<file path="src/sv/priority_channel_table_core_macros.svh">
// Assertion shorthands shared by the table core.
`ifndef PRIORITY_CHANNEL_TABLE_CORE_MACROS_SVH
`define PRIORITY_CHANNEL_TABLE_CORE_MACROS_SVH

// Consequent checked in the same cycle as the antecedent.
`define PCT_ASSERT_SAME(label, clk, rst, ante, cons, msg) \
   label: assert property (@(posedge clk) disable iff (rst) (ante) |-> (cons)) \
      else $error(msg);

// Consequent checked in the cycle after the antecedent.
`define PCT_ASSERT_NEXT(label, clk, rst, ante, cons, msg) \
   label: assert property (@(posedge clk) disable iff (rst) (ante) |=> (cons)) \
      else $error(msg);

`endif

</file>
<file path="src/sv/pct_pkg.sv">
package pct_pkg;

   // table geometry
   localparam int NUM_SLOTS     = 16;
   localparam int PRIORITY_BITS = 16;
   localparam int MAX_RESULTS   = 16;
   localparam int QUEUE_DEPTH   = 2;

   localparam int SLOT_W  = $clog2(NUM_SLOTS);
   localparam int CNT_W   = $clog2(MAX_RESULTS + 1);
   localparam int QPTR_W  = (QUEUE_DEPTH > 1) ? $clog2(QUEUE_DEPTH) : 1;
   localparam int QCNT_W  = $clog2(QUEUE_DEPTH + 1);

   // word field widths
   localparam int OPCODE_W   = 2;
   localparam int PRI_REQ_W  = 16;
   localparam int SLOT_IN_W  = 4;
   localparam int SLOT_OUT_W = 4;
   localparam int STATUS_W   = 2;

   localparam logic [SLOT_W-1:0] LAST_SLOT = SLOT_W'(NUM_SLOTS - 1);

   typedef enum logic [OPCODE_W-1:0] {
      OP_ADD    = 2'd0,
      OP_REMOVE = 2'd1,
      OP_CHANGE = 2'd2,
      OP_PASS   = 2'd3
   } op_type;

   typedef enum logic [STATUS_W-1:0] {
      ST_OK    = 2'd0,
      ST_FULL  = 2'd1,
      ST_FREE  = 2'd2,
      ST_EMPTY = 2'd3
   } status_type;

   typedef enum logic [1:0] {
      BK_IDLE,
      BK_SCAN,
      BK_EMIT,
      BK_DONE
   } back_state_type;

   // decoded command as it travels through the queue
   typedef struct packed {
      op_type                   op;
      logic                     slot_ok;
      logic [SLOT_W-1:0]        slot_idx;
      logic [SLOT_OUT_W-1:0]    slot_raw;
      logic [PRIORITY_BITS-1:0] pri;
      logic                     motion;
      logic                     cls;
   } cmd_type;

   // queue status seen by the front and back
   typedef struct packed {
      logic full;
      logic valid;
   } q_status_type;

endpackage

</file>
<file path="src/sv/pct_if.sv">
interface pct_req_if;
   import pct_pkg::*;

   logic                 valid;
   logic                 ready;
   logic [OPCODE_W-1:0]  opcode;
   logic [PRI_REQ_W-1:0] priority_req;
   logic                 has_motion;
   logic                 blended;
   logic [SLOT_IN_W-1:0] slot;

   modport source (output valid, opcode, priority_req, has_motion, blended, slot,
                   input ready);
   modport sink   (input valid, opcode, priority_req, has_motion, blended, slot,
                   output ready);
endinterface

interface pct_rsp_if;
   import pct_pkg::*;

   logic                  valid;
   logic                  ready;
   logic [SLOT_OUT_W-1:0] slot_out;
   logic [STATUS_W-1:0]   status;
   logic                  last;

   modport source (output valid, slot_out, status, last, input ready);
   modport sink   (input valid, slot_out, status, last, output ready);
endinterface

</file>
<file path="src/sv/pct_front.sv">
module pct_front (
   pct_req_if.sink                req,
   input  pct_pkg::q_status_type  q_status,
   output logic                   push,
   output pct_pkg::cmd_type       cmd
);
   import pct_pkg::*;

   assign req.ready = !q_status.full;
   assign push      = req.valid && !q_status.full;

   // decode and range-check the word before it is queued
   always_comb begin
      cmd.op       = op_type'(req.opcode);
      cmd.slot_ok  = (32'(req.slot) < 32'(NUM_SLOTS));
      cmd.slot_idx = SLOT_W'(req.slot);
      cmd.slot_raw = SLOT_OUT_W'(req.slot);
      cmd.pri      = PRIORITY_BITS'(req.priority_req);
      cmd.motion   = req.has_motion;
      cmd.cls      = req.blended;
   end

endmodule

</file>
<file path="src/sv/pct_queue.sv">
module pct_queue (
   input  logic                  clock,
   input  logic                  reset,
   input  logic                  push,
   input  pct_pkg::cmd_type      push_cmd,
   input  logic                  pop,
   output pct_pkg::q_status_type q_status,
   output pct_pkg::cmd_type      head_cmd
);
   import pct_pkg::*;

   cmd_type             entry_ff [QUEUE_DEPTH];
   logic [QPTR_W-1:0]   wr_ptr_ff, wr_ptr_in;
   logic [QPTR_W-1:0]   rd_ptr_ff, rd_ptr_in;
   logic [QCNT_W-1:0]   count_ff, count_in;

   function automatic logic [QPTR_W-1:0] ptr_next(input logic [QPTR_W-1:0] p);
      return (32'(p) == QUEUE_DEPTH - 1) ? '0 : p + 1'b1;
   endfunction

   always_comb begin
      wr_ptr_in = push ? ptr_next(wr_ptr_ff) : wr_ptr_ff;
      rd_ptr_in = pop  ? ptr_next(rd_ptr_ff) : rd_ptr_ff;
      count_in  = count_ff;
      if (push && !pop) begin
         count_in = count_ff + 1'b1;
      end else if (pop && !push) begin
         count_in = count_ff - 1'b1;
      end
   end

   assign q_status.full  = (count_ff == QCNT_W'(QUEUE_DEPTH));
   assign q_status.valid = (count_ff != '0);
   assign head_cmd       = entry_ff[rd_ptr_ff];

   always_ff @(posedge clock) begin
      if (reset) begin
         wr_ptr_ff <= '0;
         rd_ptr_ff <= '0;
         count_ff  <= '0;
      end else begin
         wr_ptr_ff <= wr_ptr_in;
         rd_ptr_ff <= rd_ptr_in;
         count_ff  <= count_in;
      end
   end

   always_ff @(posedge clock) begin
      if (push) begin
         entry_ff[wr_ptr_ff] <= push_cmd;
      end
   end

endmodule

</file>
<file path="src/sv/pct_back.sv">
`include "priority_channel_table_core_macros.svh"

module pct_back (
   input  logic                  clock,
   input  logic                  reset,
   input  pct_pkg::q_status_type q_status,
   input  pct_pkg::cmd_type      q_cmd,
   output logic                  q_pop,
   pct_rsp_if.source             rsp
);
   import pct_pkg::*;

   // slot table
   logic [NUM_SLOTS-1:0]     valid_ff, valid_in;
   logic [NUM_SLOTS-1:0]     processed_ff, processed_in;
   logic [PRIORITY_BITS-1:0] pri_ff [NUM_SLOTS];
   logic [NUM_SLOTS-1:0]     motion_ff;
   logic [NUM_SLOTS-1:0]     blended_ff;

   // table write port
   logic                     tbl_we;
   logic [SLOT_W-1:0]        tbl_idx;
   logic [PRIORITY_BITS-1:0] tbl_pri;
   logic                     tbl_motion;
   logic                     tbl_cls;

   // pass sequencer
   back_state_type           state_ff, state_in;
   logic [SLOT_W-1:0]        idx_ff, idx_in;
   logic [SLOT_W-1:0]        best_ff, best_in;
   logic [PRIORITY_BITS-1:0] best_pri_ff, best_pri_in;
   logic                     found_ff, found_in;
   logic [CNT_W-1:0]         cnt_ff, cnt_in;
   logic [SLOT_W-1:0]        held_ff, held_in;
   logic                     cls_ff, cls_in;

   // response register
   logic                     rsp_valid_ff, rsp_valid_in;
   logic [SLOT_OUT_W-1:0]    rsp_slot_ff, rsp_slot_in;
   status_type               rsp_status_ff, rsp_status_in;
   logic                     rsp_last_ff, rsp_last_in;

   logic                     out_free;
   logic                     any_free;
   logic [SLOT_W-1:0]        free_idx;
   logic                     joins;
   logic                     cand;
   logic                     take;
   logic                     start;

   assign out_free = !rsp_valid_ff || rsp.ready;
   assign start    = q_status.valid && out_free;

   // lowest free slot
   always_comb begin
      any_free = 1'b0;
      free_idx = '0;
      for (int i = NUM_SLOTS - 1; i >= 0; i--) begin
         if (!valid_ff[i]) begin
            any_free = 1'b1;
            free_idx = SLOT_W'(i);
         end
      end
   end

   // scanned slot: <= lets a later slot of equal priority win
   assign joins = valid_ff[idx_ff] &&
                  (motion_ff[idx_ff] ? (blended_ff[idx_ff] == cls_ff) : !cls_ff);
   assign cand  = joins && !processed_ff[idx_ff] &&
                  (!found_ff || (pri_ff[idx_ff] <= best_pri_ff));
   assign take  = found_ff && ((cnt_ff == '0) || out_free);

   always_comb begin
      state_in = state_ff;
      unique case (state_ff)
         BK_IDLE: begin
            if (start && (q_cmd.op == OP_PASS)) begin
               state_in = BK_SCAN;
            end
         end
         BK_SCAN: begin
            if (idx_ff == LAST_SLOT) begin
               state_in = BK_EMIT;
            end
         end
         BK_EMIT: begin
            if (!found_ff) begin
               state_in = BK_DONE;
            end else if (take) begin
               state_in = (cnt_ff + 1'b1 == CNT_W'(MAX_RESULTS)) ? BK_DONE : BK_SCAN;
            end
         end
         BK_DONE: begin
            if (out_free) begin
               state_in = BK_IDLE;
            end
         end
         default: state_in = BK_IDLE;
      endcase
   end

   always_comb begin
      q_pop         = 1'b0;
      valid_in      = valid_ff;
      processed_in  = processed_ff;
      tbl_we        = 1'b0;
      tbl_idx       = q_cmd.slot_idx;
      tbl_pri       = q_cmd.pri;
      tbl_motion    = q_cmd.motion;
      tbl_cls       = q_cmd.cls;
      idx_in        = idx_ff;
      best_in       = best_ff;
      best_pri_in   = best_pri_ff;
      found_in      = found_ff;
      cnt_in        = cnt_ff;
      held_in       = held_ff;
      cls_in        = cls_ff;
      rsp_valid_in  = rsp_valid_ff && !rsp.ready;
      rsp_slot_in   = rsp_slot_ff;
      rsp_status_in = rsp_status_ff;
      rsp_last_in   = rsp_last_ff;

      unique case (state_ff)
         BK_IDLE: begin
            if (start) begin
               q_pop = 1'b1;
               unique case (q_cmd.op)
                  OP_ADD: begin
                     rsp_valid_in = 1'b1;
                     rsp_last_in  = 1'b1;
                     if (any_free) begin
                        valid_in[free_idx] = 1'b1;
                        tbl_we             = 1'b1;
                        tbl_idx            = free_idx;
                        rsp_slot_in        = SLOT_OUT_W'(free_idx);
                        rsp_status_in      = ST_OK;
                     end else begin
                        rsp_slot_in   = '0;
                        rsp_status_in = ST_FULL;
                     end
                  end
                  OP_REMOVE, OP_CHANGE: begin
                     rsp_valid_in = 1'b1;
                     rsp_last_in  = 1'b1;
                     rsp_slot_in  = q_cmd.slot_raw;
                     if (q_cmd.slot_ok && valid_ff[q_cmd.slot_idx]) begin
                        rsp_status_in = ST_OK;
                        if (q_cmd.op == OP_REMOVE) begin
                           valid_in[q_cmd.slot_idx] = 1'b0;
                        end else begin
                           tbl_we = 1'b1;
                        end
                     end else begin
                        rsp_status_in = ST_FREE;
                     end
                  end
                  OP_PASS: begin
                     processed_in = '0;
                     cnt_in       = '0;
                     idx_in       = '0;
                     found_in     = 1'b0;
                     cls_in       = q_cmd.cls;
                  end
               endcase
            end
         end
         BK_SCAN: begin
            if (cand) begin
               found_in    = 1'b1;
               best_in     = idx_ff;
               best_pri_in = pri_ff[idx_ff];
            end
            idx_in = (idx_ff == LAST_SLOT) ? '0 : idx_ff + 1'b1;
         end
         BK_EMIT: begin
            if (take) begin
               // the earlier pick is not the final one: let it go
               if (cnt_ff != '0) begin
                  rsp_valid_in  = 1'b1;
                  rsp_slot_in   = SLOT_OUT_W'(held_ff);
                  rsp_status_in = ST_OK;
                  rsp_last_in   = 1'b0;
               end
               held_in               = best_ff;
               processed_in[best_ff] = 1'b1;
               cnt_in                = cnt_ff + 1'b1;
               found_in              = 1'b0;
               idx_in                = '0;
            end
         end
         BK_DONE: begin
            if (out_free) begin
               rsp_valid_in = 1'b1;
               rsp_last_in  = 1'b1;
               if (cnt_ff != '0) begin
                  rsp_slot_in   = SLOT_OUT_W'(held_ff);
                  rsp_status_in = ST_OK;
               end else begin
                  rsp_slot_in   = '0;
                  rsp_status_in = ST_EMPTY;
               end
            end
         end
         default: begin
         end
      endcase
   end

   always_ff @(posedge clock) begin
      if (reset) begin
         state_ff     <= BK_IDLE;
         valid_ff     <= '0;
         processed_ff <= '0;
         rsp_valid_ff <= 1'b0;
         found_ff     <= 1'b0;
         cnt_ff       <= '0;
         idx_ff       <= '0;
      end else begin
         state_ff     <= state_in;
         valid_ff     <= valid_in;
         processed_ff <= processed_in;
         rsp_valid_ff <= rsp_valid_in;
         found_ff     <= found_in;
         cnt_ff       <= cnt_in;
         idx_ff       <= idx_in;
      end
   end

   always_ff @(posedge clock) begin
      best_ff       <= best_in;
      best_pri_ff   <= best_pri_in;
      held_ff       <= held_in;
      cls_ff        <= cls_in;
      rsp_slot_ff   <= rsp_slot_in;
      rsp_status_ff <= rsp_status_in;
      rsp_last_ff   <= rsp_last_in;
      if (tbl_we) begin
         pri_ff[tbl_idx]     <= tbl_pri;
         motion_ff[tbl_idx]  <= tbl_motion;
         blended_ff[tbl_idx] <= tbl_cls;
      end
   end

   assign rsp.valid    = rsp_valid_ff;
   assign rsp.slot_out = rsp_slot_ff;
   assign rsp.status   = rsp_status_ff;
   assign rsp.last     = rsp_last_ff;

   `PCT_ASSERT_SAME(a_scan_cnt, clock, reset, (state_ff == BK_SCAN), (cnt_ff < CNT_W'(MAX_RESULTS)), "pass scan running past result limit")
   `PCT_ASSERT_SAME(a_pick_count, clock, reset, (state_ff != BK_IDLE), ($countones(processed_ff) == 32'(cnt_ff)), "picked slots out of step with pass count")
   `PCT_ASSERT_NEXT(a_add_fill, clock, reset, (tbl_we && (state_ff == BK_IDLE) && (q_cmd.op == OP_ADD)), valid_ff[$past(tbl_idx)], "added slot not marked valid")

endmodule

</file>
<file path="src/sv/priority_channel_table_core.sv">
// Priority channel table: sixteen slots, each holding a 16-bit priority, a has-motion
// flag and a blended flag. Add takes the lowest free slot and reports it (or table
// full); remove and change act on a valid slot and report a free one. A pass word
// for one class returns every valid slot of that class, lowest priority value
// first, the higher slot first on a tie, last set on the final word; an entry
// without motion only joins the non-blended pass, and an empty pass gives a single
// word with status "found nothing". Words are decoded by the front end and
// sit in a two-deep queue; add, remove and change are then done by the back
// end from its idle state. A pass walks the slot store one slot per cycle for
// each result (a full scan, then a pick step); a pass that returns all sixteen
// slots stops at the result limit without a closing empty scan. Output stalls
// lengthen a pass. The request side keeps taking words into the queue while a
// pass runs, until the queue is full; a result waiting in the output register
// holds back the start of the next operation until it is taken.
module priority_channel_table_core (
   input  logic      clock,
   input  logic      reset,
   pct_req_if.sink   req_chan,
   pct_rsp_if.source rsp_chan
);
   import pct_pkg::*;

   // front end to queue
   logic         push;
   cmd_type      push_cmd;

   // queue to back end
   q_status_type q_status;
   cmd_type      head_cmd;
   logic         pop;

   // decode only, no storage
   pct_front u_front (
      .req      (req_chan),
      .q_status (q_status),
      .push     (push),
      .cmd      (push_cmd)
   );

   // decouples word intake from table operations
   pct_queue u_queue (
      .clock    (clock),
      .reset    (reset),
      .push     (push),
      .push_cmd (push_cmd),
      .pop      (pop),
      .q_status (q_status),
      .head_cmd (head_cmd)
   );

   // slot store, pass sequencer and output register
   pct_back u_back (
      .clock    (clock),
      .reset    (reset),
      .q_status (q_status),
      .q_cmd    (head_cmd),
      .q_pop    (pop),
      .rsp      (rsp_chan)
   );

endmodule

</file>
<file path="src/flat_wrapper.sv">
// flat-port wrapper written by rule: the top's interface ports become plain ports
module priority_channel_table_core_flat import pct_pkg::*;
  (clock, reset, req_chan_valid, req_chan_opcode, req_chan_priority_req, req_chan_has_motion, req_chan_blended, req_chan_slot, req_chan_ready, rsp_chan_valid, rsp_chan_slot_out, rsp_chan_status, rsp_chan_last, rsp_chan_ready);
  pct_req_if req_chan_i ();
  pct_rsp_if rsp_chan_i ();
  input  logic clock;
  input  logic reset;
  input wire logic [$bits(req_chan_i.valid)-1:0] req_chan_valid;
  input wire logic [$bits(req_chan_i.opcode)-1:0] req_chan_opcode;
  input wire logic [$bits(req_chan_i.priority_req)-1:0] req_chan_priority_req;
  input wire logic [$bits(req_chan_i.has_motion)-1:0] req_chan_has_motion;
  input wire logic [$bits(req_chan_i.blended)-1:0] req_chan_blended;
  input wire logic [$bits(req_chan_i.slot)-1:0] req_chan_slot;
  output wire logic [$bits(req_chan_i.ready)-1:0] req_chan_ready;
  output wire logic [$bits(rsp_chan_i.valid)-1:0] rsp_chan_valid;
  output wire logic [$bits(rsp_chan_i.slot_out)-1:0] rsp_chan_slot_out;
  output wire logic [$bits(rsp_chan_i.status)-1:0] rsp_chan_status;
  output wire logic [$bits(rsp_chan_i.last)-1:0] rsp_chan_last;
  input wire logic [$bits(rsp_chan_i.ready)-1:0] rsp_chan_ready;
  assign req_chan_i.valid = req_chan_valid;
  assign req_chan_i.opcode = req_chan_opcode;
  assign req_chan_i.priority_req = req_chan_priority_req;
  assign req_chan_i.has_motion = req_chan_has_motion;
  assign req_chan_i.blended = req_chan_blended;
  assign req_chan_i.slot = req_chan_slot;
  assign req_chan_ready = req_chan_i.ready;
  assign rsp_chan_valid = rsp_chan_i.valid;
  assign rsp_chan_slot_out = rsp_chan_i.slot_out;
  assign rsp_chan_status = rsp_chan_i.status;
  assign rsp_chan_last = rsp_chan_i.last;
  assign rsp_chan_i.ready = rsp_chan_ready;
  priority_channel_table_core u_core (.clock(clock), .reset(reset), .req_chan(req_chan_i), .rsp_chan(rsp_chan_i));
endmodule
</file>
<file path="config.mk">
export PLATFORM = sky130hd
export DESIGN_NAME = priority_channel_table_core_flat
export DESIGN_NICKNAME = d
export VERILOG_FILES = /design/src/sv/pct_pkg.sv /design/src/sv/pct_if.sv /design/src/sv/pct_front.sv /design/src/sv/pct_queue.sv /design/src/sv/pct_back.sv /design/src/sv/priority_channel_table_core.sv /design/src/flat_wrapper.sv
export VERILOG_INCLUDE_DIRS = /design/src /design/src/sv
export SDC_FILE = /design/constraint.sdc
export NUM_CORES = 1
export LEC_CHECK = 0
export BUFFER_PORTS_ARGS = -buffer_cell sky130_fd_sc_hd__buf_2
export CELL_PAD_IN_SITES_DETAIL_PLACEMENT = 1
export CELL_PAD_IN_SITES_GLOBAL_PLACEMENT = 1
export CORE_MARGIN = 3
export CORE_UTILIZATION = 54
export DETAILED_ROUTE_END_ITERATION = 8
export GPL_ROUTABILITY_DRIVEN = 0
export GPL_TIMING_DRIVEN = 0
export PLACE_DENSITY_LB_ADDON = 0.1
export SYNTH_ARGS = -nofsm -noshare
export SYNTH_HDL_FRONTEND = slang
export SYNTH_SLANG_ARGS = --single-unit
</file>
<file path="constraint.sdc">
create_clock -name clock -period 6.4 [get_ports clock]
set_clock_uncertainty 0.15 [all_clocks]
set_input_delay 0.32 -clock clock [delete_from_list [all_inputs] [get_ports clock]]
set_output_delay 0.32 -clock clock [all_outputs]
set_load 0.005 [all_outputs]
</file>
## After elaboration in Yosys (flattened, before gate mapping)

Memory sizes are Yosys's and may differ from the RTL's. A register that Yosys moved wholly into a read port is not among the register bits.
Cells that the tools add are included.
Widths: inputs -> output; s select.

- Bits in registers: 113
- Bits in writable memories: 312
- Bits of input ports: 28
- Memories kept: 2

Memories:

| memory | depth | bits a word | rd ports | clocked after memory_dff | wr ports | line | text |
|---|---|---|---|---|---|---|---|
| u_core.u_back.pri_ff | 16 | 16 | 1 | 1 | 1 | pct_back.sv:16 | `logic [PRIORITY_BITS-1:0] pri_ff [NUM_SLOTS];` |
| u_core.u_queue.entry_ff | 2 | 28 | 1 | 1 | 1 | pct_queue.sv:12 | `cmd_type entry_ff [QUEUE_DEPTH];` |

- $add $sub $neg: 6
- Order comparisons: 10
- Eq/ne operators: 24
- Mux-type cells: 135
- Bitwise logic cells: 4
- Reduce and logical (&&, ||, !) cells: 48

Operators with widths:

| kind | number |
|---|---|
| $mux 4 | 32 |
| $mux 16 | 6 |
| $pmux 16 s2 | 2 |
| $mux 1 | 56 |
| $bwmux 16 | 2 |
| $or 16x16->16 | 2 |
| $mux 2 | 14 |
| $lt 4x5->1 const B | 5 |
| $ne 2x2->1 const B | 12 |
| $pmux 4 s3 | 2 |
| $bmux 1 s4 | 5 |
| $reduce_and 6->1 | 3 |
| $and 16x16->16 | 1 |
| $demux 1 s4 | 4 |
| $ge 4x1->1 const B | 4 |
| $le 16x16->1 | 1 |
| $not 16->16 | 1 |
| $mux 5 | 3 |
| $logic_and 1x1->1 | 14 |
| $reduce_and 4->1 | 3 |
| $eq 2x2->1 const B | 5 |
| $pmux 5 s2 | 1 |
| $pmux 1 s3 | 3 |
| $logic_not 1->1 | 8 |
| other kinds (28) | 38 |

## Longest topological paths before layout

Gate-level depths: netlist (run 1).

- Word-level depth: 25
- Depth in mapped cells: 11
- Depth with buffers taken out: 10

## Hierarchy

Synthesis (run 1) repeated with hierarchy kept, for this count alone.

- Cells, all modules: 1078
- Area, all modules: 17962.2 sq um

Modules (own cells, without submodules):

| module | times used | cells each | area each (sq um) | seq. area each (sq um) |
|---|---|---|---|---|
| pct_back | 1 | 934 | 15428.5 | 10590.2 |
| pct_queue | 1 | 112 | 2302.2 | 1841.8 |
| pct_front | 1 | 32 | 231.5 | 0.0 |

## Least setup slack after synthesis (run 1)

Ideal clock, no wire load.

- Path type: register to register
- From: register (tool-made name)
- To: register u_core.u_back.blended_ff[13], enable pin
- Library setup time: 0.446 ns
- Data arrival time: 4.533 ns
- Path slack: 1.271 ns
- Stages on the path, launching flop included: 12
- Buffers on the path: 4
- Path through: dfxtp_1 > buf_2 > buf_1 > buf_1 > mux2i_1 > ha_1 > clkbuf_1 > nand4_1 > o21ai_0 > nand2_1 > nor2_1 > nor4b_1

RTL lines:

| element | line | text |
|---|---|---|
| to (signal, indexed assignment) | pct_back.sv:240 | `blended_ff[tbl_idx] <= tbl_cls;` |
| to (decl) | pct_back.sv:18 | `logic [NUM_SLOTS-1:0] blended_ff;` |

==> flow_metrics.py, run 1 <==
metrics = {
    "worst_setup_path": {
        "reg2reg_depth": 11,
        "critPathKind": "reg2reg",
        "cp.required_ns": 6.40,
        "crit_fanout": 20,
        "cp.arrival_ns": 5.43,
        "critPathCaptureType": "flip-flop",
        "worstSetupStartpointType": "flip-flop",
    },
    "cells_and_area": {
        "num-fill-cells": 2694,
        "final_nets": 1195,
        "multi_input_area_um2": 4850,
        "final_area_um2": 19900,
        "areaGrowthSynthToFinish_pct": 15.2,
        "diodes": 0,
        "seq_area_um2": 12100,
        "drive_above_1_share": 0.222,
    },
    "yosys": {
        "ys_types": 73,
        "yosysSeqAreaShare": 0.704,
        "synth-seq-cells": 422,
        "async_flop_share": 0,
        "synth_top_flop_cell": "edfxtp_1",
        "synthesis.area_um2": 17200,
        "syn_nets": 1068,
        "synth_edf_count": 368,
        "syn_inst": 1016,
        "synth.avg_cell_area_um2": 17.0,
        "ys_warn_count": 0,
    },
    "sta": {
        "relSlewSlack": 0.179,
        "tightestPinTransition_ns": 1.23,
        "setup_viol": 0,
        "fin_crit_sh": 0.847,
        "hold_viol_final": 0,
        "drv_slew": 0,
        "max_freq_ghz": 0.184,
        "grt_setup_unrepaired": "false",
        "timing.hold.ws_ns": 0.0604,
        "min_period_ns": 5.42,
    },
    "die": {
        "ios": 37,
        "coreArea_um2": 31000,
        "chipHeight_um": 185,
        "rows": 64,
        "chipWidth_um": 185,
        "dieArea_um2": 34100,
        "initial_core_util": 0.556,
    },
    "outcome": {
        "status": "finished clean",
    },
    "cts": {
        "cts.repair.resized": 0,
        "cts-htree-levels": 2,
        "clock_latency_ns": 0.55,
        "clk_pin_slew_worst_paths_ns": 0.06,
        "cts_buffers": 43,
        "cts.sinks": 422,
        "root_buffer": "clkbuf_16",
        "clk_path_buf_depth": 3,
        "tritoncts": "built",
        "cts_setup_buffers": 0,
    },
    "route": {
        "first_pass_iters": 5,
        "dr.first_iter.drc_count": 1036,
        "dr_total_vias": 10091,
        "vias_per_cell": 6.42,
        "antenna_left": 0,
        "drc": 0,
        "drt-total-wl_um": 42900,
        "routedWlPerCell_um": 27.3,
    },
    "global_routing": {
        "grt_pass1_wl_um": 65900,
        "grt_remaining_overflow": 0,
        "antenna_found_initial": 0,
        "track_usage": 0.261,
        "grt_pass1_vias": 10561,
        "grt_max_degree": 25,
    },
    "worst_hold_path": {
        "whs_path_depth": 4,
        "hold_class": "in2reg",
    },
    "place": {
        "placed_area_um2": 18300,
        "port_buffers": 35,
        "place_hpwl_um": 29300,
    },
    "power_and_ir_drop": {
        "peakVddDrop_mv": 0.261,
        "power_density_nw_per_um2": 371,
        "total_power_uw": 7370,
        "p_leak_uw": 0.00644,
    },
    "flow_run": {
        "drv_cap": 0,
    },
}
-- path summary, 6_finish.rpt --
path                            from                            to  slack [ns]
max                        flip-flop  u_core.u_back.best_pri_ff[7]        0.98
max reg2reg                flip-flop  u_core.u_back.best_pri_ff[7]        0.98
min                   req_chan_valid      u_core.u_queue.wr_ptr_ff        0.06
min reg2reg  u_core.u_back.idx_ff[1]      u_core.u_back.best_ff[1]        0.32
-- layer usage --
layer,routed length (um),global-route usage
met5,0,0
met4,727,0.0582
met3,3260,0.0525
met2,20800,0.419
met1,18100,0.376
-- where the power goes --
part           switching [uW]  total (uW)  internal [uW]
combinational             990        1560            567
sequential               67.6        3390           3320
clock                    1020        2430           1410
total                    2080        7370           5290
-- logic make-up after synthesis --
logic type               share of synthesized area
XOR/XNOR                                   0.00407
AO/OA/AOI/OAI                               0.0595
buffers and inverters                       0.0191
AND/OR/NAND/NOR                             0.0642
adder cells (fa/ha/maj)                     0.0174
flip-flops                                   0.704
multiplexers                                 0.132
-- cell usage in the layout, fill, tap and decap left out, types with 5 or more instances in the layout --
| cell | count |
|---|---|
| a211oi_1 | 7 |
| a21oi_1 | 46 |
| a31oi_1 | 15 |
| a32oi_1 | 5 |
| buf_1 | 11 |
| buf_2 | 39 |
| buf_4 | 10 |
| buf_6 | 6 |
| buf_8 | 8 |
| clkbuf_1 | 34 |
| clkbuf_16 | 44 |
| clkinv_1 | 7 |
| clkinv_2 | 10 |
| dfxtp_1 | 54 |
| dlygate4sd3_1 | 24 |
| edfxtp_1 | 368 |
| ha_1 | 24 |
| inv_1 | 40 |
| mux2_2 | 19 |
| mux4_2 | 87 |
| nand2_1 | 46 |
| nand2b_1 | 9 |
| nand3_1 | 16 |
| nand3b_1 | 7 |
| nand4_1 | 10 |
| nor2_1 | 55 |
| nor2_2 | 5 |
| nor2b_1 | 11 |
| nor3_1 | 9 |
| o211ai_1 | 5 |
| o21ai_0 | 23 |
| o31ai_1 | 6 |
| o41ai_1 | 13 |
| xor2_1 | 7 |
-- worst max-delay path: stages (launching register included) --
cell and delay [ns]:
dfxtp_1 0.30, buf_2 0.27, buf_1 0.80, mux4_2 0.66, mux4_2 0.53, ha_1 0.32, a21oi_1 0.15, nor2_1 0.06
a2111oi_0 0.38, o31ai_1 0.18, a31oi_1 0.29, o311a_1 0.92
-- final cells by class --
type                       instances  share of cell area
inverter                          42             0.00794
sequential                       422               0.611
buffer                            42             0.00863
multi-input combinational        510               0.244
clock inverter                    22             0.00983
tap                              396              0.0250
timing repair buffer              82              0.0348
clock buffer                      56              0.0587
-- cells in the mapped netlist, types with 4 or more instances --
library cell | instances | area share
edfxtp_1 | 368 | 0.64
o31ai_1 | 6 | 0.0026
buf_1 | 11 | 0.0024
o41ai_1 | 13 | 0.0066
nand4_1 | 10 | 0.0036
nor3_1 | 13 | 0.0038
nand3_1 | 16 | 0.0046
a31oi_1 | 15 | 0.0054
mux4_2 | 87 | 0.11
a22oi_1 | 4 | 0.0017
nor4_1 | 5 | 0.0018
mux2i_1 | 4 | 0.0023
inv_1 | 40 | 0.0087
a21oi_1 | 46 | 0.013
nand2b_1 | 9 | 0.0033
a41oi_1 | 4 | 0.0020
nor2b_1 | 11 | 0.0040
nand2_1 | 46 | 0.010
a32oi_1 | 5 | 0.0025
dfxtp_1 | 54 | 0.063
nor2_1 | 60 | 0.013
a211oi_1 | 7 | 0.0030
ha_1 | 24 | 0.017
buf_2 | 4 | 0.0012
xor2_1 | 7 | 0.0036
and3_1 | 4 | 0.0015
nand3b_1 | 7 | 0.0030
o21ai_0 | 23 | 0.0067
mux2_2 | 19 | 0.012
and2_1 | 4 | 0.0015
clkbuf_1 | 24 | 0.0052
o211ai_1 | 5 | 0.0022
-- through the flow --
stage,setup WS [ns],std cells,TNS [ns],utilization
after CTS,0.832,1572,0,0.641
after global routing,0.494,1572,0,0.641
final,0.977,1572,0,0.641
after global placement,-1.43,1447,-97.89,0.578
after detailed placement,0.839,1470,0,0.589
after floorplan,1.27,1016,0,-
-- repair_timing --
| item | in CTS | in global routing |
|---|---|---|
| endpoints found under the setup margin | 0 | 0 |
| endpoints found under the hold margin | 48 | 0 |
| hold buffers | 24 | 0 |
-- state kept, by name, summed over array words and instances (netlist names), 2 cells and up, named ones only --
signal                      flops
u_core.u_back.held_ff           4
u_core.u_back.state_ff          2
u_core.u_queue.count_ff         2
u_core.u_back.rsp.status        2
u_core.u_back.pri_ff          256
u_core.u_back.idx_ff            4
u_core.u_back.best_ff           4
u_core.u_back.motion_ff        16
u_core.u_back.best_pri_ff      16
u_core.u_back.blended_ff       16
u_core.u_back.valid_ff         16
u_core.u_queue.entry_ff        48
u_core.u_back.processed_ff     16
u_core.u_back.rsp.slot_out      4
u_core.u_back.cnt_ff            5
Note: power is estimated with default switching activity, not from simulation.
==> run 2: changes to the inputs <==
clock period = 5.5 ns   (was 6.4 ns; I/O delays follow)
==> flow_metrics.py, run 2 (synthesized netlist as in run 1, its figures left out) <==
metrics = {
    "route": {
        "dr_total_vias": 10045,
        "drc": 0,
        "drt-total-wl_um": 42900,
        "antenna_left": 0,
        "dr.first_iter.drc_count": 1030,
        "vias_per_cell": 6.39,
        "first_pass_iters": 5,
        "routedWlPerCell_um": 27.2,
    },
    "sta": {
        "relSlewSlack": 0.264,
        "tightestPinTransition_ns": 1.10,
        "max_freq_ghz": 0.190,
        "grt_setup_unrepaired": "true",
        "hold_viol_final": 0,
        "setup_viol": 0,
        "min_period_ns": 5.27,
        "fin_crit_sh": 0.959,
        "drv_slew": 0,
    },
    "cells_and_area": {
        "diodes": 0,
        "num-fill-cells": 2694,
        "layoutNonFillerInstCount": 1573,
        "largest_reg_flops": 256,
        "final_nets": 1196,
        "final_common_cell": "edfxtp_1",
        "final_cell_mix": "edfxtp_1, mux4_2, nor2_1",
        "largest_register": "u_core.u_back.pri_ff",
        "largestRegisters": "u_core.u_back.pri_ff: 256 flops, u_core.u_queue.entry_ff: 48 flops",
        "final_area_um2": 19900,
        "drive_above_1_share": 0.225,
        "areaGrowthSynthToFinish_pct": 15.3,
    },
    "outcome": {
        "status": "finished clean",
    },
    "global_routing": {
        "track_usage": 0.261,
        "grt_pass1_wl_um": 65900,
        "grt_remaining_overflow": 0,
        "grt_pass1_vias": 10561,
        "grt_max_degree": 25,
        "antenna_found_initial": 0,
    },
    "cts": {
        "cts-htree-levels": 2,
        "clk_path_buf_depth": 3,
        "clock_latency_ns": 0.55,
        "cts.sinks": 422,
        "tritoncts": "built",
        "clk_pin_slew_worst_paths_ns": 0.06,
        "root_buffer": "clkbuf_16",
        "cts_buffers": 43,
    },
    "power_and_ir_drop": {
        "peakVddDrop_mv": 0.303,
        "power_density_nw_per_um2": 432,
        "total_power_uw": 8580,
        "p_leak_uw": 0.00645,
    },
    "place": {
        "placed_area_um2": 18300,
        "place_hpwl_um": 29300,
        "port_buffers": 35,
        "place_inst": 1470,
    },
    "worst_setup_path": {
        "cp.arrival_ns": 5.37,
        "critPathMaxStageDelay_ns": 0.70,
        "crit_buf_inv": 6,
        "cp_top_family": "buffers and inverters",
        "critPathCaptureType": "flip-flop",
        "crit_fanout": 10,
        "worstPathCellList": "buf_2 -> buf_1 -> buf_1 -> mux2i_1 -> ha_1 -> clkbuf_1 -> nand3_1 -> a211oi_1 -> o21ai_0 -> nor3_2 -> buf_6 -> buf_6",
        "critPathSlowestCell": "nor3_2",
        "cp.required_ns": 5.59,
        "critPathKind": "reg2reg",
        "worstSetupStartpointType": "flip-flop",
    },
    "die": {
        "rows": 64,
        "coreArea_um2": 31000,
        "initial_core_util": 0.556,
        "dieArea_um2": 34100,
        "chipHeight_um": 185,
        "ios": 37,
        "chipWidth_um": 185,
    },
    "flow_run": {
        "drv_cap": 0,
    },
    "worst_hold_path": {
        "hold_class": "in2reg",
    },
}
-- run 2: changes by cell type in the layout (fill, tap and decap cells not counted), sizes merged --
cell           previous run  this run
clkdlybuf4s15             0         1
-- run 2: power by group --
group | switching, uW | total, uW | internal [uW]
registers | 78.4 | 3940 | 3860
logic | 1150 | 1820 | 663
clock network | 1180 | 2820 | 1640
total | 2410 | 8580 | 6160
-- run 2: layout make-up --
class / count / area, um^2 / area share
inverter: 42 / 158 / 0.00793
buffer: 42 / 178 / 0.00894
clock buffer: 56 / 1170 / 0.0587
clock inverter: 22 / 195 / 0.00982
timing repair buffer: 83 / 698 / 0.0351
tap: 396 / 495 / 0.0249
multi-input combinational: 510 / 4850 / 0.244
sequential: 422 / 12100 / 0.610
-- run 2: worst min-delay path: stages --
cell and delay [ns]:
buf_2 0.11, nand2_1 0.12, xor2_1 0.08, nor2_1 0.07
-- run 2: path summary, 6_finish.rpt --
kind	endpoint	start	slack, ns	cells after the start
worst max-delay path	u_core.u_back.pri_ff[1][6]	flip-flop	0.23	12
worst min-delay path	u_core.u_queue.wr_ptr_ff	req_chan_valid	0.01	4
worst max register to register	u_core.u_back.pri_ff[1][6]	flip-flop	0.23	12
worst min register to register	u_core.u_back.processed_ff[9]	u_core.u_back.processed_ff[9]	0.32	2
-- run 2: repair_timing --
action / CTS / global route
cloned: 0 / 0
gates resized for setup: 1 / 3
pin swaps: 0 / 1
endpoints found under the setup margin: 20 / 85
hold endpoints to repair: 48 / 0
setup buffers: 0 / 1
hold buffers: 24 / 0
-- run 2: metrics by stage --
stage | utilization | worst slack (ns) | hold WS [ns] | setup TNS [ns]
after floorplan | - | 0.371 | 0.224 | 0
after global placement | 0.578 | -2.33 | 0.295 | -234.41
after detailed placement | 0.589 | -0.0606 | 0.303 | -1.16
after CTS | 0.641 | 0.258 | 0.0139 | 0
after global routing | 0.641 | -0.0638 | 0.0587 | -0.778
final | 0.641 | 0.227 | 0.0146 | 0
-- run 2: layer usage --
layer	global-route usage	part of all wire	vias up
met3	0.0525	0.078	59
met5	0	0	-
met1	0.376	0.42	5203
li1	-	-	4343
met2	0.419	0.49	440
met4	0.0582	0.018	0
==> run 3: changes to the inputs <==
PLACE_DENSITY = 0.86   (was default)
PLACE_DENSITY_LB_ADDON = default   (was 0.1)
==> flow_metrics.py, run 3 (synthesized netlist as in run 1, its figures left out) <==
metrics = {
    "outcome": {
        "status": "finished with violations",
        "violations": "max-capacitance violations, negative setup slack",
    },
    "cells_and_area": {
        "areaGrowthSynthToFinish_pct": 15.1,
        "largest_reg_flops": 256,
        "largest_register": "u_core.u_back.pri_ff",
        "final_nets": 1192,
        "final_common_cell": "edfxtp_1",
        "largestRegisters": "u_core.u_back.pri_ff: 256 flops, u_core.u_queue.entry_ff: 48 flops",
        "drive_above_1_share": 0.222,
        "finish.utilization": 0.640,
        "final_cell_mix": "edfxtp_1, mux4_2, nor2_1",
    },
    "worst_setup_path": {
        "cp.required_ns": 5.62,
        "crit_fanout": 10,
        "critPathMaxStageDelay_ns": 0.87,
        "crit_buf_inv": 5,
        "critPathKind": "reg2reg",
        "critPathSlowestCell": "nor4_4",
        "worstSetupStartpointType": "flip-flop",
        "cp.arrival_ns": 5.76,
        "worstPathCellList": "buf_2 -> buf_1 -> clkbuf_2 -> mux2i_1 -> ha_1 -> clkbuf_1 -> nand3_1 -> a211oi_1 -> nor2_1 -> nor4_4 -> buf_4",
        "cp_top_family": "buffers and inverters",
        "critPathCaptureType": "flip-flop",
    },
    "sta": {
        "min_period_ns": 5.64,
        "setup_ws_ns": -0.143,
        "relSlewSlack": 0.0201,
        "tightestPinTransition_ns": 1.46,
        "drv_slew": 0,
        "setup_viol": 74,
        "hold_viol_final": 0,
        "fin_crit_sh": 1.03,
        "max_freq_ghz": 0.177,
        "tns_ns": -3.96,
    },
    "global_routing": {
        "grt_max_degree": 25,
        "track_usage": 0.347,
        "antenna_found_initial": 2,
        "grt_remaining_overflow": 0,
        "grt_pass1_wl_um": 84800,
        "grt_pass1_vias": 11976,
    },
    "route": {
        "antenna_left": 0,
        "dr.first_iter.drc_count": 2148,
        "first_pass_iters": 8,
        "vias_per_cell": 7.70,
        "drt-total-wl_um": 63700,
        "routedWlPerCell_um": 40.6,
        "dr_total_vias": 12069,
        "drc": 0,
    },
    "die": {
        "coreArea_um2": 31000,
        "initial_core_util": 0.556,
        "rows": 64,
        "ios": 37,
        "chipHeight_um": 185,
        "chipWidth_um": 185,
        "dieArea_um2": 34100,
    },
    "cts": {
        "cts.sinks": 422,
        "root_buffer": "clkbuf_16",
        "clk_pin_slew_worst_paths_ns": 0.07,
        "cts_buffers": 41,
        "clk_path_buf_depth": 3,
        "clock_latency_ns": 0.60,
        "cts-htree-levels": 2,
        "tritoncts": "built",
    },
    "place": {
        "place_hpwl_um": 30700,
        "port_buffers": 35,
    },
    "power_and_ir_drop": {
        "power_density_nw_per_um2": 459,
        "p_leak_uw": 0.00642,
        "total_power_uw": 9100,
        "peakVddDrop_mv": 0.422,
    },
    "flow_run": {
        "drv_cap": 1,
    },
    "worst_hold_path": {
        "hold_class": "in2reg",
    },
}
[run 3: area by class of cell]
| type | instances | area [um^2] |
|---|---|---|
| Antenna cell | 1 | 2.50 |
| Buffer | 42 | 176 |
| Clock buffer | 51 | 1060 |
| Clock inverter | 23 | 259 |
| Fill cell | 2604 | 11200 |
| Inverter | 42 | 158 |
| Multi-Input combinational cell | 510 | 4890 |
| Sequential cell | 422 | 12100 |
| Tap cell | 396 | 495 |
| Timing Repair Buffer | 81 | 652 |
[run 3: layer usage]
layer	wire length [um]	vias to the layer above	global-route usage
met5	41	-	0
met1	20400	5929	0.424
met3	7840	482	0.0906
met4	5650	4	0.171
met2	29800	1312	0.579
li1	-	4342	-
[run 3: power by group]
part | internal (uW) | leakage (uW) | switching [uW]
registers | 3860 | 0.00376 | 123
logic | 667 | 0.00201 | 1460
clock network | 1580 | 0.000640 | 1400
[run 3: path summary, 6_finish.rpt]
path | startpoint | endpoint | slack, ns | cells after the start
max | flip-flop | u_core.u_back.pri_ff[4][12] | -0.14 | 11
min | reset | u_core.u_back.cnt_ff[3] | 0.15 | 2
max reg2reg | flip-flop | u_core.u_back.pri_ff[4][12] | -0.14 | 11
min reg2reg | u_core.u_back.processed_ff[7] | u_core.u_back.processed_ff[7] | 0.34 | 2
[run 3: timing repair]
item,in CTS,in global routing
endpoints found under the hold margin,48,0
gates resized for setup,1,15
endpoints found under the setup margin,20,214
hold buffers,24,0
setup buffers,0,5
pin swaps,0,1
[run 3: metrics by stage]
step           instance area [um^2]  setup slack (ns)  hold slack (ns)  instances
2_1_floorplan                 17200             0.371            0.224       1016
3_3_place_gp                  17900             -2.07            0.297       1447
3_5_place_dp                  18200            -0.244            0.308       1464
4_1_cts                       19700            0.0530          0.00664       1562
5_1_grt                       19800           -0.0259            0.170       1567
6_report                      19800            -0.143            0.147       1568
